<file path="src/rtl/core/gshc_pkg.sv">
// Shared types and constants for the gas sensor heater cycle calibrator.
// No dependencies.
`default_nettype none

package gshc_pkg;

	localparam int KOHM_W  = 24;
	localparam int ADDR_W  = 5;
	localparam int DATA_W  = 32;
	localparam int FACT_W  = 16;
	localparam int MS_W    = 20;

	// numerator widths: filter*256 + factor/2 and 9*filter + sample + 5
	localparam int CAL_NUM_W = KOHM_W + 9;
	localparam int EMA_NUM_W = KOHM_W + 4;
	// divide by ten as multiply by ceil(2^31/10) and shift; exact below 2^30
	localparam int EMA_SHIFT = 31;
	localparam logic [EMA_NUM_W-1:0] EMA_RECIP = 28'd214748365;
	localparam logic [EMA_NUM_W-1:0] EMA_ROUND = 28'd5;

	localparam logic [2:0] REG_FACTOR = 3'd0;
	localparam logic [2:0] REG_HEAT   = 3'd1;
	localparam logic [2:0] REG_RDST   = 3'd2;
	localparam logic [2:0] REG_CEND   = 3'd3;
	localparam logic [2:0] REG_RECAL  = 3'd4;

	localparam logic [FACT_W-1:0] FACTOR_RST = 16'd7245;
	localparam logic [MS_W-1:0]   HEAT_RST   = 20'd60000;
	localparam logic [MS_W-1:0]   RDST_RST   = 20'd80000;
	localparam logic [MS_W-1:0]   CEND_RST   = 20'd90000;
	localparam logic [31:0]       RECAL_RST  = 32'd43200;

	typedef struct packed {
		logic [FACT_W-1:0] factor;
		logic [MS_W-1:0]   heat_ms;
		logic [MS_W-1:0]   rdst_ms;
		logic [MS_W-1:0]   cend_ms;
		logic [31:0]       recal_s;
	} cfg_t;

	typedef struct packed {
		logic accept;
		logic commit;
	} cmd_t;

	typedef struct packed {
		logic busy;
	} sts_t;

	typedef enum logic {
		ST_IDLE,
		ST_CALC
	} state_t;

endpackage

`default_nettype wire

</file>
<file path="src/rtl/core/gshc_regs.sv">
// APB configuration registers of the heater cycle calibrator.
// Depends on gshc_pkg.
`default_nettype none

module gshc_regs
	import gshc_pkg::*;
(
	input  wire logic              clk,
	input  wire logic              arst_n,
	input  wire logic              psel,
	input  wire logic              penable,
	input  wire logic              pwrite,
	input  wire logic [ADDR_W-1:0] paddr,
	input  wire logic [DATA_W-1:0] pwdata,
	output logic [DATA_W-1:0]      prdata,
	output cfg_t                   cfg
);

	cfg_t       cfg_q;
	logic [2:0] idx;

	assign idx = paddr[ADDR_W-1:2];

	always_ff @(posedge clk or negedge arst_n) begin
		if (!arst_n) begin
			cfg_q.factor  <= FACTOR_RST;
			cfg_q.heat_ms <= HEAT_RST;
			cfg_q.rdst_ms <= RDST_RST;
			cfg_q.cend_ms <= CEND_RST;
			cfg_q.recal_s <= RECAL_RST;
		end else if (psel && penable && pwrite) begin
			unique case (idx)
				REG_FACTOR: cfg_q.factor  <= pwdata[FACT_W-1:0];
				REG_HEAT:   cfg_q.heat_ms <= pwdata[MS_W-1:0];
				REG_RDST:   cfg_q.rdst_ms <= pwdata[MS_W-1:0];
				REG_CEND:   cfg_q.cend_ms <= pwdata[MS_W-1:0];
				REG_RECAL:  cfg_q.recal_s <= pwdata;
				default: ;
			endcase
		end
	end

	always_comb begin
		unique case (idx)
			REG_FACTOR: prdata = {{(DATA_W-FACT_W){1'b0}}, cfg_q.factor};
			REG_HEAT:   prdata = {{(DATA_W-MS_W){1'b0}}, cfg_q.heat_ms};
			REG_RDST:   prdata = {{(DATA_W-MS_W){1'b0}}, cfg_q.rdst_ms};
			REG_CEND:   prdata = {{(DATA_W-MS_W){1'b0}}, cfg_q.cend_ms};
			REG_RECAL:  prdata = cfg_q.recal_s;
			default:    prdata = '0;
		endcase
	end

	assign cfg = cfg_q;

endmodule

`default_nettype wire

</file>
<file path="config.mk">
export PLATFORM = sky130hd
export DESIGN_NAME = gshc_regs
export DESIGN_NICKNAME = d
export VERILOG_FILES = /design/src/rtl/core/gshc_pkg.sv /design/src/rtl/core/gshc_regs.sv
export SDC_FILE = /design/constraint.sdc
export NUM_CORES = 1
export LEC_CHECK = 0
export BUFFER_PORTS_ARGS = -buffer_cell sky130_fd_sc_hd__buf_4
export CORE_MARGIN = 4
export CORE_UTILIZATION = 45
export DETAILED_ROUTE_END_ITERATION = 8
export GPL_ROUTABILITY_DRIVEN = 0
export HOLD_SLACK_MARGIN = 0.15
export PLACE_DENSITY = 0.85
export SYNTH_ARGS = -nofsm -noshare
export SYNTH_HDL_FRONTEND = slang
export SYNTH_SLANG_ARGS = --single-unit
export TNS_END_PERCENT = 100
</file>
<file path="constraint.sdc">
create_clock -name clk -period 1.3 [get_ports clk]
set_input_delay 0.065 -clock clk [delete_from_list [all_inputs] [get_ports clk]]
set_output_delay 0.065 -clock clk [all_outputs]
set_load 0.005 [all_outputs]
</file>
# Yosys cells after proc, flatten, opt, wreduce, memory -nomap -nowiden
# Cells that the tools add are included.
# W data, S select, Z words.
[totals]
inputBits = 42
register_bits = 108
word_cells = 18
out_inout_bits = 140
[classes]
n_reduce_logical = 8
n_mux = 1
eq_ne = 4
[ops]
columns = ["operator", "count"]
rows = [
  ["$pmux W32 S5", 1],
  ["$reduce_and A2 Y1", 5],
  ["$eq A3 B2 Y1 const B", 2],
  ["$eq A3 B1 Y1 const B", 1],
  ["$eq A3 B3 Y1 const B", 1],
  ["$logic_not A3 Y1", 1],
  ["$logic_and A1 B1 Y1", 2],
]

# Longest topological paths before layout
[logic_depth]
word_depth = 3
depth_mapped = 6
ltp_nobuf = 3

# Least setup slack after synthesis
# No wires, ideal clock.
[synth_timing]
kind = "input-to-reg"
from = "input paddr[3]"
to = "register cfg_q (netlist bit cfg[10])"
setup_ns = 0.125
arrival_ns = 1.244
required_ns = 1.175
path_slack_ns = -0.069
path_stages = 6
path_buffers = 3
cell_sequence = "buf_2 > nor3b_2 > and4_1 > buf_2 > buf_6 > mux2_2"
[synth_between]
elab_chain_len = 2
[synth_rtl]
columns = ["element", "line_no", "source"]
rows = [
  ["from (decl)", "gshc_regs.sv:13", "input wire logic [ADDR_W-1:0] paddr,"],
  ["$eq A3 B3 Y1", "gshc_regs.sv:32", "unique case (idx)"],
  ["$reduce_and A2 Y1 (no source line)", "-", ""],
  ["to (decl)", "gshc_regs.sv:19", "cfg_t cfg_q;"],
]
# No other way between the ends.
# A chain may end at the register's enable or synchronous reset.

# Worst setup path after layout
[layout_timing]
from = "register cfg_q (netlist bit cfg[54])"
to = "output prdata[2]"
[layout_between]
elab_chain_len = 1
[layout_rtl]
columns = ["element", "line_no", "source"]
rows = [
  ["$pmux W32 S5", "gshc_regs.sv:44", "unique case (idx)"],
  ["to (decl)", "gshc_regs.sv:15", "output logic [DATA_W-1:0] prdata,"],
]
# No other way between the ends.

==> run summary <==
Cell area after layout: 7566 um2
Worst vdd ir: 657.2 uV
Global route total overflow: 0
CP Launch Type: flop
Fin. Hold Viols: 0
Mapped Avg Cell Area: 14.36 um2
DRT Wirelength: 15.74 mm
Clock share of power: 0.197
DP Wirelength: 10.52 mm
WL/cell: 20.63 um
TNS Setup: -2.862 ns
Synth Net Count: 387
Max Root-Sink Buffers: 2
Post-synthesis sequential area ratio: 0.5539
CTS tree: done
Worst setup endpoint: prdata[2]
Commonest non-fill, non-tap cell in the layout: buf_4
DIE AREA: 12750 um2
FF-to-FF path depth: 3
Setup crit end kind: output pin
Worst-skew pair later-pin latency: 0.36 ns
CTS Sinks: 108
Crit. Startpoint: cfg[54]
Synth Flop Type: dfrtp_1
Reg2Reg Setup Slack: 0.24 ns
Fin. max-slew vios: 0
Synthesized cell area: 4954 um2
Pwr Density: 1309 nW/um2
Post-route ant nets: 0
# port buffers: 179
Max reg flops: 108
Row cnt: 38
Static leakage: 3.663 nW
Area growth syn-to-layout: 52.74%
Slew headroom: 0.8059
IO Count: 182
Post-Place Cell Area: 6671 um2
EDFF count, synth: 0
Sw Share: 0.2922
Count of different cell masters after synthesis: 28
Fmax achieved: 0.6467 GHz
Worst Skew: 0 ns
Via count: 4167
Critical Path RT: 1.24 ns
Min Clock Period, post-route: 1.546 ns
Vias per cell: 5.461
Cells after synthesis: 345
Die Width: 112.9 um
RSZ-0062 raised after global routing: yes
Combinational power share: 0.327
Worst r2r src: cfg[54]
Nets@finish: 660
Total track usage: 0.2394
Largest net degree at the start of global routing: 54
TritonCTS buffer count: 9
Final setup margin: -0.2462 ns
Vias in the first global route: 4412
Starting Density: 0.4590
Outcome: complete, but fails checks
Share of post-route cells with drive strength above 1: 0.7047
Setup WS pre-CTS: -0.1030 ns
Crit path DAT: 1.48 ns
Starting DRT DRC Count: 294
Maxcap violations: 0
Global-route wire length before repair: 23.82 mm
Critical-path maximum fanout: 2
Most frequent cells in the layout: 247 x buf_4, 109 x mux2_2, 75 x dfrtp_1, 34 x dlygate4sd3_1, 33 x dfstp_2
Ant. Diodes: 0
P_sw: 2.895 mW
Seq cells post-synth: 108
Yosys Warn Count: 0
Hold Crit Class: input pin to async pin
Part of the power in registers: 0.476
Core box area: 10790 um2
DRC Markers: 0
Die H: 112.9 um
H-tree levels: 3
Pin slew with the least headroom to its limit: 0.2896 ns
Failing checks: setup timing
Initial antenna violation count: 0
Crit Path Class: flop to output pin
Fin crit share: 1.189
Worst R2R End: cfg[54]
DRT Pass-1 Iters: 5
Async SR Flop Fraction: 1.000
Setup violators final: 17
Clk slew on worst S/H paths: 0.12 ns
Cell internal pwr: 7.012 mW
Root Buffer: clkbuf_8
through the flow:
step                      power (mW)  std cells  hold slack [ns]  utilization
after floorplan                5.673        345          -0.2306            -
after global placement         7.320        671          -0.1074       0.6181
after detailed placement       7.465        671          -0.1049       0.6181
after CTS                      9.769        751           0.1906       0.6883
after global routing           10.38        763           0.1869       0.7010
final                          9.907        763           0.2006       0.7010
area by class of cell:
cell class	count	area, um2
Multi-Input combinational cell	209	2117
Tap cell	140	175.2
Fill cell	732	3227
Timing Repair Buffer	289	2346
Clock inverter	6	52.55
Clock buffer	10	127.6
Sequential cell	108	2744
Inverter	1	3.754
worst min path at each step:
stage,depth (start not counted),to,start
floorplan,0,cfg[0],arst_n
global placement,1,cfg[76],arst_n
detailed placement,1,cfg[76],arst_n
CTS,2,cfg[36],arst_n
global route,2,cfg[36],arst_n
finish,2,cfg[36],arst_n
power by group through the flow:
stage	registers [mW]	logic [mW]	clock network, mW
floorplan	4.71	0.968	0
finish	4.71	3.24	1.95
CTS	4.68	3.10	1.99
global route	4.79	3.47	2.12
detailed placement	4.81	2.66	0
global placement	4.75	2.57	0
timing repair:
| item | CTS | global route |
|---|---|---|
| resized for setup | 18 | 9 |
| pin swaps | 2 | 4 |
| endpoints found under the setup margin | 18 | 20 |
| setup buffers | 30 | 12 |
| hold endpoints to repair | 216 | 0 |
| hold buffers | 34 | 0 |
| cloned | 0 | 0 |
cells by family (layout without fill, tap and decap cells):
kind of cell	Yosys count	after routing	share of synthesized area
AO/OA/AOI/OAI	56	56	0.07982
buffers and inverters	28	306	0.03309
flip-flops	108	108	0.5539
multiplexers	128	128	0.2975
AND/OR/NAND/NOR	25	25	0.03562
synth_stat cells (2+ instances only):
library cell  number  area (um2)
mux2i_1            4       40.04
mux2_4            10       150.1
clkbuf_1          11       41.29
and2_1            12       75.07
a22oi_1           20       150.1
nor2_1             2       7.510
dfrtp_1           75        1877
a32oi_1           16       140.1
o22ai_1            4       25.02
dfstp_2           33       867.1
mux2_2           113        1272
buf_2             10       50.05
buf_6              4       45.04
o21ai_0           16       80.08
nor2b_1            2       12.51
worst max-delay path, stage by stage, from the launching register on:
cell and delay [ns]:
dfrtp_1 0.42, mux2_4 0.29, a32oi_2 0.17, o21ai_1 0.09
buf_4 0.14
layer usage:
layer,share of wire,GRT usage,up-vias
met3,0.073,0.04599,34
met1,0.39,0.2867,2085
met5,0,0,-
met2,0.51,0.4242,205
met4,0.025,0.09455,0
li1,-,-,1843
Note: power is estimated with default switching activity, not from simulation.
