## src/rtl/core/gshc_pkg.sv

```systemverilog
// Shared types and constants for the gas sensor heater cycle calibrator.
// No dependencies.
`default_nettype none

package gshc_pkg;

	localparam int KOHM_W  = 24;
	localparam int ADDR_W  = 5;
	localparam int DATA_W  = 32;
	localparam int FACT_W  = 16;
	localparam int MS_W    = 20;

	// numerator widths: filter*256 + factor/2 and 9*filter + sample + 5
	localparam int CAL_NUM_W = KOHM_W + 9;
	localparam int EMA_NUM_W = KOHM_W + 4;
	// divide by ten as multiply by ceil(2^31/10) and shift; exact below 2^30
	localparam int EMA_SHIFT = 31;
	localparam logic [EMA_NUM_W-1:0] EMA_RECIP = 28'd214748365;
	localparam logic [EMA_NUM_W-1:0] EMA_ROUND = 28'd5;

	localparam logic [2:0] REG_FACTOR = 3'd0;
	localparam logic [2:0] REG_HEAT   = 3'd1;
	localparam logic [2:0] REG_RDST   = 3'd2;
	localparam logic [2:0] REG_CEND   = 3'd3;
	localparam logic [2:0] REG_RECAL  = 3'd4;

	localparam logic [FACT_W-1:0] FACTOR_RST = 16'd7245;
	localparam logic [MS_W-1:0]   HEAT_RST   = 20'd60000;
	localparam logic [MS_W-1:0]   RDST_RST   = 20'd80000;
	localparam logic [MS_W-1:0]   CEND_RST   = 20'd90000;
	localparam logic [31:0]       RECAL_RST  = 32'd43200;

	typedef struct packed {
		logic [FACT_W-1:0] factor;
		logic [MS_W-1:0]   heat_ms;
		logic [MS_W-1:0]   rdst_ms;
		logic [MS_W-1:0]   cend_ms;
		logic [31:0]       recal_s;
	} cfg_t;

	typedef struct packed {
		logic accept;
		logic commit;
	} cmd_t;

	typedef struct packed {
		logic busy;
	} sts_t;

	typedef enum logic {
		ST_IDLE,
		ST_CALC
	} state_t;

endpackage

`default_nettype wire

```

## src/rtl/core/gshc_ctrl.sv

```systemverilog
// Controller: accepts a poll word, waits for the divider, commits the result.
// Depends on gshc_pkg.
`default_nettype none

module gshc_ctrl
	import gshc_pkg::*;
(
	input  wire logic clk,
	input  wire logic arst_n,
	input  wire logic in_valid,
	output logic      in_ready,
	output logic      out_valid,
	input  wire logic out_ready,
	input  wire sts_t sts,
	output cmd_t      cmd
);

	state_t state_q;
	state_t state_nxt;
	logic   out_valid_q;

	always_ff @(posedge clk or negedge arst_n) begin
		if (!arst_n) begin
			state_q     <= ST_IDLE;
			out_valid_q <= 1'b0;
		end else begin
			state_q <= state_nxt;
			if (cmd.commit) begin
				out_valid_q <= 1'b1;
			end else if (out_ready) begin
				out_valid_q <= 1'b0;
			end
		end
	end

	always_comb begin
		state_nxt = state_q;
		cmd       = '0;
		in_ready  = 1'b0;
		unique case (state_q)
			ST_IDLE: begin
				in_ready = 1'b1;
				if (in_valid) begin
					cmd.accept = 1'b1;
					state_nxt  = ST_CALC;
				end
			end
			ST_CALC: begin
				// output slot must be free or emptying this cycle
				if (!sts.busy && (!out_valid_q || out_ready)) begin
					cmd.commit = 1'b1;
					state_nxt  = ST_IDLE;
				end
			end
			default: state_nxt = ST_IDLE;
		endcase
	end

	assign out_valid = out_valid_q;

endmodule

`default_nettype wire

```

## config.mk

```make
export PLATFORM = sky130hd
export DESIGN_NAME = gshc_ctrl
export DESIGN_NICKNAME = d
export VERILOG_FILES = /design/src/rtl/core/gshc_pkg.sv /design/src/rtl/core/gshc_ctrl.sv
export SDC_FILE = /design/constraint.sdc
export NUM_CORES = 1
export LEC_CHECK = 0
export BUFFER_PORTS_ARGS = -buffer_cell sky130_fd_sc_hd__buf_2
export CORE_AREA = 2 2 39 41
export CTS_CLUSTER_SIZE = 40
export DETAILED_ROUTE_END_ITERATION = 7
export DIE_AREA = 0 0 41 43
export PLACE_DENSITY = 0.3
export SLEW_MARGIN = 10
export SYNTH_ARGS = -nofsm -noshare
export SYNTH_HDL_FRONTEND = slang
export SYNTH_SLANG_ARGS = --single-unit
```

## constraint.sdc

```tcl
create_clock -name clk -period 1.5 [get_ports clk]
set_input_delay 0 -clock clk [delete_from_list [all_inputs] [get_ports clk]]
set_output_delay 0 -clock clk [all_outputs]
set_load 0.02 [all_outputs]
```

## Word level (Yosys, flattened, before mapping)

Index checks and enable logic that the tools add are counted.

| word-level totals | value |
|---|---|
| register bits after elaboration | 2 |
| input bits | 5 |
| output and inout bits | 4 |
| logic and storage cells | 17 |

| cells by class | value |
|---|---|
| multiplexer cells | 9 |
| bitwise gates (word level) | 1 |
| reductions and logical operators | 5 |

Operators by type and width:

| kind | count |
|---|---|
| 1-bit two-way mux | 8 |
| 1-bit zero test | 2 |
| 1-bit one-hot mux with 2 select lines | 1 |
| 2-bit nonzero test | 1 |
| 1-bit logical AND | 1 |
| 1-bit logical OR | 1 |
| 1-bit NOT | 1 |

## Logic depth before layout (Yosys ltp)

Gate-level depths: netlist of run 1.

| logic depth | value |
|---|---|
| word-level depth | 6 |
| depth in mapped cells | 2 |
| mapped depth without buffers | 2 |

## Worst setup path before layout of run 1

Ideal clock, no wire load.

| path | value |
|---|---|
| path kind | reg-to-output |
| start | reg out_valid_q, in the netlist out_valid |
| end | out cmd[0] (netlist name) |
| data arrival time | 825 ps |
| data required time | 1500 ps |
| path slack | 675 ps |
| stages on the path, launching flop included | 3 |
| path buffers | 0 |
| cell sequence | dfrtp_1 nand2b_4 and3_1 |

RTL lines:

| what | line | text |
|---|---|---|
| start, declared | gshc_ctrl.sv:20 | `logic out_valid_q;` |
| start signal, assigned | gshc_ctrl.sv:25 | `out_valid_q <= 1'b0;` |
| start signal, assigned | gshc_ctrl.sv:29 | `out_valid_q <= 1'b1;` |
| start signal, assigned | gshc_ctrl.sv:31 | `out_valid_q <= 1'b0;` |
| end, declared | gshc_ctrl.sv:15 | `output cmd_t cmd` |

==> metrics.txt, run 1 <==
status finished clean; I/O pin total 9; min Tclk post-route 1.03 ns; Critical Path RT 1.50 ns; GRT Total Usage 0.0452; Clock Sinks 2; ANT cells 0; wire length per cell 7.64 um; Via density 2.92; TritonCTS clock tree done; adder-cell share of the synthesized area 0; slew of the pin with the lowest slew margin 0.139 ns; routability cong. 0.558; Die Area 1760 um2; largest cells by area after synthesis dfrtp_1, nand2b_4, and2b_1; Nets 30; clock root cell clkbuf_4; Final setup viols 0; Clock transition at path regs 0.03 ns; Synthesized Nets 15; P_leak 0.114 nW; drt drc 0; number of synthesized register bits 2; peak supply drop 0.270 mV; Power Total 264 uW; Setup Total Neg Slack 0 ns; worst skew pair latency 0.22 ns; CP arrival 1.03 ns; Max FO, Critical Path 2; Seq/Total Area, Yosys 0.500; synthesized area 100 um2; Simple-Gate Fraction of Synth Area 0.313; TritonRoute pass-1 iters 2; Post-Syn Area per Cell 10.0 um2; TritonCTS Buffers 3; initial antenna violation count 0; port bufs 8; layout cells sized above 1 0.522; Final Hold Violating Endpoints 0; Starting Density 0.0723; PwrDens 1300 nW/um2; MaxCap Viol Count 0; Synth top area share 0.500; Max Root-Sink Buffers 2; complex-gate fraction of the synthesized area 0.113; largest net degree at the start of global routing 6; Post-Syn Instances 10; multiplexer share of the synthesized area 0; CP Class in -> out; total grt overflow 0; synth-to-layout area growth 102%; largest family of logic cells by synthesized area simple AND/OR/NAND/NOR gates; Synth cell types 8; r2r setup slk 0.80 ns; vias in the first global route 132; CTS H-tree depth 1; xor/xnor share of the synthesized area 0; 1st-iter DRT viols 2; core area 1380 um2; x dimension of the die 41 um; Startpoint Class input port; WL final 298 um; number of slew-limit violations in the final report 0; first-pass GRT wire length 469 um; final cycle utilization of the critical path 0.683; post-synth top area cell dfrtp_1; crit end category output port; YS warnings 0; DRT antenna net count 0; Vias 114; FMAX 976 MHz; Setup Skew 0.00136 ns; Hold/Removal Path Class in -> reg; FP Rows 14; Worst slew margin 0.907; RSZ-0062 raised after global routing false; die height 43 um
[kinds of logic (layout without fill, tap and decap cells)]
family / Yosys count / after routing
AOI/OAI and AO/OA: 2 / 2
DFF: 2 / 2
and+or+nand+nor: 4 / 4
buffers and inverters: 2 / 15
[path summary, 6_finish.rpt]
path / startpoint / endpoint / cells past startpoint
worst max-delay path: sts / cmd[0] / 5
worst min-delay path: in_valid / state_q / 3
worst max register to register: state_q / state_q / 2
worst min register to register: state_q / state_q / 1
max in group asynchronous: arst_n / out_valid / 2
min in group asynchronous: arst_n / state_q / 2
[worst max-delay path, cell delays in order]
cell	delay (ns)
dlygate4sd3_1	0.53
buf_2	0.13
inv_1	0.06
and3_1	0.15
buf_2	0.16
[where the power goes]
part           switching (mW)  total (mW)  internal [mW]  leakage [nW]
logic                  0.0409      0.0720         0.0311        0.0774
clock network          0.0290       0.117         0.0881        0.0138
registers              0.0109      0.0754         0.0645        0.0228
[routing by layer]
layer	share of wire	wire length [um]	global-route usage
met3	0.20	59	0.0314
met5	0	0	0
met4	0	0	0.0600
met1	0.48	142	0.0450
met2	0.32	96	0.0500
[metrics by stage]
| stage | setup slack (ns) | std cells | utilization | hold WS, ns | area [um2] |
|---|---|---|---|---|---|
| 6_report | 0.475 | 39 | 0.146 | 0.0564 | 203 |
| 5_1_grt | 0.415 | 39 | 0.146 | 0.0706 | 203 |
| 4_1_cts | 0.472 | 39 | 0.146 | 0.0443 | 203 |
| 3_5_place_dp | 0.720 | 34 | 0.116 | -0.210 | 160 |
| 3_3_place_gp | 0.737 | 34 | 0.116 | -0.212 | 160 |
| 2_1_floorplan | 0.675 | 10 | - | -0.296 | 100 |
[layout by cell type (no fill, tap or decap)]
master / Yosys / final
o21ai_1: 1 / 1
clkbuf_4: 0 / 3
dlygate4sd3_1: 0 / 2
inv_1: 2 / 2
buf_2: 0 / 8
nand2b_4: 1 / 1
and3_1: 1 / 1
a31oi_1: 1 / 1
dfrtp_1: 2 / 2
nor2_1: 1 / 1
and2b_1: 1 / 1
[cells in the mapped netlist]
master	number
dfrtp_1	2
nor2_1	1
inv_1	2
nand2b_4	1
a31oi_1	1
and3_1	1
and2b_1	1
o21ai_1	1
[timing repair]
item	in CTS	in global routing
hold endpoints to repair	3	0
setup buffers	0	0
hold buffers	2	0
gates resized for setup	0	0
[sequential cells by signal, summed over array words and instances, names as in the netlist]
name	cells
state_q	1
out_valid	1
[area by class of cell]
class	count	area [um2]
timing repair buffer	10	60.1
sequential	2	50.0
fill	158	1180
inverter	2	7.51
multi-input combinational	6	42.5
tap	16	20.0
clock buffer	3	22.5
Power figures use the tool's default switching activity.
==> run 2, diff against run 1 <==
==> constraint.sdc (replaced) <==
create_clock -name clk -period 1 [get_ports clk]
set_input_delay 0 -clock clk [delete_from_list [all_inputs] [get_ports clk]]
set_output_delay 0 -clock clk [all_outputs]
set_load 0.02 [all_outputs]
==> run 2 against run 1 <==
  * Sequential share of layout area shrank 2.7 points
  * Clock skew grew 0.0023 ns
  * Sequential power grew 53%
  * Final cell count grew 2.6%
  * Global-route usage grew 0.40 points
  * Die area is the same
  * Clock-buffer cell count is the same
  * Combinational power grew 85%
  * Worst setup slack lost 0.46 ns
  * Total power grew 61%
  * Sequential cell count is the same
  * Clock power grew 52%
==> metrics.txt, run 2 (same netlist as run 1, synthesis figures left out) <==
largest net degree at the start of global routing 6 (unchanged); number of slew-limit violations in the final report 0 (unchanged); Clock Sinks 2 (unchanged); Comb pwr share 0.312 (+0.040); crit end category output port; Setup Skew 0.00363 ns (+0.00228 ns); CP Class reg -> out; Internal 297 uW (+62%); FF-to-FF Start out_valid; r2r endpoint state_q; hold path startpoint in_valid; commonest non-fill, non-tap cell in the layout buf_2; layout cells sized above 1 0.583 (+0.0616); synth-to-layout area growth 127%; GRT Total Usage 0.0492 (+0.00402); CP arrival 0.99 ns (-0.04 ns); Max FO, Critical Path 2 (unchanged); Clock transition at path regs 0.03 ns (about the same); Final setup viols 0 (unchanged); r2r setup slk 0.20 ns (-0.60 ns); number of fill cells 156 (-1.3%); TritonCTS clock tree done; peak supply drop 0.334 mV (+24%); Setup Total Neg Slack 0 ns (unchanged); hold path depth 3 (unchanged); worst skew pair latency 0.23 ns (about the same); vias in the first global route 126 (-4.5%); status finished clean; Hold Path Sink state_q; Critical Path RT 1.00 ns (-0.50 ns); Nets 31 (+3.3%); MaxCap Viol Count 0 (unchanged); initial antenna violation count 0 (unchanged); drt drc 0 (unchanged); port bufs 8 (unchanged); final core occ 0.165 (+0.0181); routability cong. 0.553 (-0.99%); ANT cells 0 (unchanged); CTS H-tree depth 1 (unchanged); RSZ-0062 raised after global routing true; DRT antenna net count 0 (unchanged); I/O pin total 9 (unchanged); P_sw 129 uW (+59%); most frequent cells in the layout buf_2, clkbuf_4; Vias 124 (+8.8%); clock root cell clkbuf_4; Hold/Removal Path Class in -> reg; slew of the pin with the lowest slew margin 0.148 ns (+0.00946 ns); Via density 3.10 (+6.1%); P_leak 0.120 nW (+5.3%); total grt overflow 0 (unchanged); die height 43 um (unchanged); Final Hold Violating Endpoints 0 (unchanged); sw frac 0.302 (-0.00340); wire length per cell 8.00 um (+4.7%); Die Area 1760 um2 (unchanged); Max Root-Sink Buffers 2 (unchanged); WL final 320 um (+7.4%); first-pass GRT wire length 489 um (+4.3%); PwrDens 1870 nW/um2 (+43%); FP Rows 14 (unchanged); final cycle utilization of the critical path 0.986; clock share of power 0.419 (-0.024); Startpoint Class register; Reg power frac 0.269 (-0.016); TritonRoute pass-1 iters 2 (unchanged); FMAX 1010 MHz; TritonCTS Buffers 3 (unchanged); x dimension of the die 41 um (unchanged); Worst slew margin 0.901 (-0.00631); core area 1380 um2 (unchanged); Starting Density 0.0723 (unchanged); reg2reg path depth 3 (+1); min Tclk post-route 0.986 ns; 1st-iter DRT viols 2 (unchanged)
run 2: cell types whose count changed in the layout (fill, tap and decap cells not counted):
| cell | delta |
|---|---|
| buf_6 | +2 |
| buf_2 | -2 |
| buf_4 | +1 |
| and3_1 | -1 |
| and3_4 | +1 |
run 2: worst max-delay path by stage:
stage                        end  slack, ns      start  cells past startpoint
after floorplan           cmd[0]       0.18  out_valid                      2
after global placement    cmd[0]       0.23  out_valid                      3
after detailed placement  cmd[0]       0.21  out_valid                      3
after CTS                 cmd[0]     -0.005  out_valid                      3
after global routing      cmd[0]      -0.02  out_valid                      3
final                     cmd[0]       0.01  out_valid                      3
run 2: metrics by stage:
step / instances / hold slack (ns) / power, mW / cell area [um2] / setup slack [ns]
finish: 40 / 0.0492 / 0.426 / 228 / 0.0137
global route: 40 / 0.0758 / 0.459 / 228 / -0.0155
CTS: 39 / 0.0375 / 0.424 / 214 / -0.00524
detailed placement: 34 / -0.210 / 0.216 / 160 / 0.208
global placement: 34 / -0.213 / 0.214 / 160 / 0.226
floorplan: 10 / -0.296 / 0.176 / 100 / 0.175
run 2: layout make-up:
type	count	area, um2	share of cell area
well taps	16	20.0	0.0879
flip-flops and latches	2	50.0	0.220
clock buffers	3	22.5	0.0989
repair buffers	11	80.1	0.352
inverters	2	7.51	0.0330
multi-input cells	6	47.5	0.209
run 2: worst max-delay path, cell delays in order (launching register included):
cell      delay, ns
dfrtp_1        0.40
nand2b_4       0.08
and3_4         0.17
buf_6          0.11
run 2: power by group through the flow:
stage / logic, mW / clock network [mW] / registers [mW]
2_1_floorplan: 0.0556 / 0 / 0.120
3_3_place_gp: 0.101 / 0 / 0.112
3_5_place_dp: 0.102 / 0 / 0.114
4_1_cts: 0.120 / 0.190 / 0.114
5_1_grt: 0.144 / 0.198 / 0.117
6_report: 0.133 / 0.178 / 0.115
run 2: metal layers:
layer	global-route usage	vias to the layer above	routed length [um]
li1	-	60	-
met1	0.0514	49	142
met2	0.0469	11	101
met3	0.0471	4	52
met4	0.0600	0	22
met5	0	-	0
run 2: timing repair:
item / in CTS / in global routing
pin swaps: 1 / 0
hold buffers: 2 / 0
setup buffers: 0 / 1
endpoints found under the setup margin: 1 / 2
gates resized for setup: 3 / 2
hold endpoints to repair: 3 / 0
==> run 3, diff against run 2 <==
--- a/config.mk
+++ b/config.mk
@@ -11,6 +11,7 @@
 export DETAILED_ROUTE_END_ITERATION = 7
 export DIE_AREA = 0 0 41 43
 export PLACE_DENSITY = 0.3
+export RECOVER_POWER = 100
 export SLEW_MARGIN = 10
 export SYNTH_ARGS = -nofsm -noshare
 export SYNTH_HDL_FRONTEND = slang
==> constraint.sdc (replaced) <==
create_clock -name clk -period 1 [get_ports clk]
set_input_delay 0.1 -clock clk [delete_from_list [all_inputs] [get_ports clk]]
set_output_delay 0.1 -clock clk [all_outputs]
set_load 0.02 [all_outputs]
==> run 3 against run 2 <==
  * The flow now finishes with violations (negative setup slack)
  * Design area decreased by 3.8%
  * Hold slack improved by 0.012 ns
  * Register-to-register slack is essentially flat
  * Combinational power hardly changed
  * Largest cell class unchanged
==> metrics.txt, run 3 (same netlist as run 1, synthesis figures left out) <==
min Tclk post-route 1.09 ns (+0.0998 ns); Starting Density 0.0723 (unchanged); synth-to-layout area growth 119%; Via density 3.00 (-3.2%); port bufs 8 (unchanged); Comb pwr share 0.314 (+0.002); crit path from out_valid; clock root cell clkbuf_4; x dimension of the die 41 um (unchanged); reg2reg path depth 3 (unchanged); WL final 308 um (-3.8%); Final Hold Violating Endpoints 0 (unchanged); core area 1380 um2 (unchanged); ANT cells 0 (unchanged); Reg power frac 0.269 (about the same); hold path depth 2 (-1); worst skew pair latency 0.23 ns (about the same); Setup Skew 0.00361 ns (-0.0000230 ns); number of fill cells 158 (+1.3%); RSZ-0062 raised after global routing true; r2r setup slk 0.20 ns (about the same); met1 WL 134 um (-5.6%); DRT antenna net count 0 (unchanged); Max Used Layer met4; Internal 299 uW (+0.44%); Max Root-Sink Buffers 2 (unchanged); Routed met3 length 62 um (+19%); status complete, but fails checks; final core occ 0.158 (-0.00633); initial antenna violation count 0 (unchanged); number of slew-limit violations in the final report 0 (unchanged); P_leak 0.114 nW (-5.2%); smallest hold slack 0.0612 ns (+0.0119 ns); TritonRoute pass-1 iters 2 (unchanged); failing checks negative setup slack; register area 50.0 um2 (unchanged); Startpoint Class register; routability cong. 0.553 (unchanged); # placed instances 34 (unchanged); Non-Filler Instances 39 (-2.5%); GRT Total Usage 0.0472 (-0.00201); MaxCap Viol Count 0 (unchanged); die height 43 um (unchanged); TritonCTS clock tree done; first-pass GRT wire length 469 um (-4.1%); largest net degree at the start of global routing 6 (unchanged); commonest non-fill, non-tap cell in the layout buf_2; peak supply drop 0.345 mV (+3.3%); wire length per cell 7.90 um (-1.3%); 1st-iter DRT viols 1 (-1); final cycle utilization of the critical path 1.09 (+0.0998); crit end category output port; Setup Total Neg Slack -0.151 ns (-0.151 ns); crit path to cmd[0]; CP Class reg -> out; Final setup viols 2 (+2); Die Area 1760 um2 (unchanged); total grt overflow 0 (unchanged); Vias 117 (-5.6%); Clock Sinks 2 (unchanged); Critical Path RT 0.90 ns (-0.10 ns); Hold/Removal Path Class in -> reg; CP arrival 0.99 ns (about the same); layout cells sized above 1 0.565 (-0.0181); r2r endpoint state_q; FMAX 921 MHz (-9.2%); multi-input logic area 47.5 um2 (unchanged); final worst slack -0.0861 ns (-0.0998 ns); Worst slew margin 0.901 (about the same); vias in the first global route 131 (+4.0%); Max FO, Critical Path 2 (unchanged); met2 wire len 88 um (-13%); Clock transition at path regs 0.03 ns (about the same); most frequent cells in the layout buf_2, clkbuf_4; Nets 30 (-3.2%); slew of the pin with the lowest slew margin 0.148 ns (-0.0000415 ns); CTS H-tree depth 1 (unchanged); drt drc 0 (unchanged); P_sw 128 uW (-0.33%); FF-to-FF Start out_valid; sw frac 0.300 (-0.00161); clock share of power 0.418 (about the same); TritonCTS Buffers 3 (unchanged); I/O pin total 9 (unchanged); PwrDens 1950 nW/um2 (+4.2%); FP Rows 14 (unchanged)
-- run 3: changes by cell type in the layout (fill, tap and decap cells not counted) --
cell and delta:
buf_4 +1, buf_2 -2, clkbuf_1 +1, dlygate4sd3_1 -1
-- run 3: per-stage QoR --
step	cell area [um2]	power [mW]	setup slack (ns)
after floorplan	100	0.176	0.0751
after global placement	160	0.214	0.126
after detailed placement	160	0.216	0.108
after CTS	210	0.428	-0.105
after global routing	219	0.460	-0.115
final	219	0.427	-0.0861
-- run 3: final cells by class --
cell class / count / share of cell area
clock buffer: 3 / 0.103
inverter: 2 / 0.0343
sequential: 2 / 0.229
multi-input combinational: 6 / 0.217
tap: 16 / 0.0914
timing repair buffer: 10 / 0.326
-- run 3: layer usage --
metal | up-vias | GRT usage
met1 | 44 | 0.0482
met2 | 11 | 0.0438
li1 | 58 | -
met3 | 4 | 0.0471
met5 | - | 0
met4 | 0 | 0.0600
-- run 3: worst min-delay path by stage --
stage            from   endpoint  slack, ns
2_1_floorplan  arst_n  out_valid      -0.20
3_3_place_gp   arst_n    state_q      -0.11
3_5_place_dp   arst_n  out_valid      -0.11
4_1_cts           sts  out_valid       0.05
5_1_grt           sts  out_valid       0.06
6_report          sts  out_valid       0.06
-- run 3: what timing repair did --
action	CTS	global route
setup endpoints to repair	2	3
hold buffers	1	0
resized for setup	5	1
setup buffers	0	1
hold endpoints to repair	2	0
pin swaps	1	0
-- run 3: critical path, stage by stage (launching register included) --
cell and delay (ns):
dfrtp_1 0.40, nand2b_4 0.08, and3_4 0.17, buf_6 0.11
-- run 3: power by group through the flow --
stage          clock network (mW)  logic (mW)  registers [mW]
6_report                    0.178       0.134           0.115
5_1_grt                     0.198       0.145           0.117
4_1_cts                     0.190       0.124           0.114
3_5_place_dp                    0       0.102           0.114
3_3_place_gp                    0       0.101           0.112
2_1_floorplan                   0      0.0556           0.120
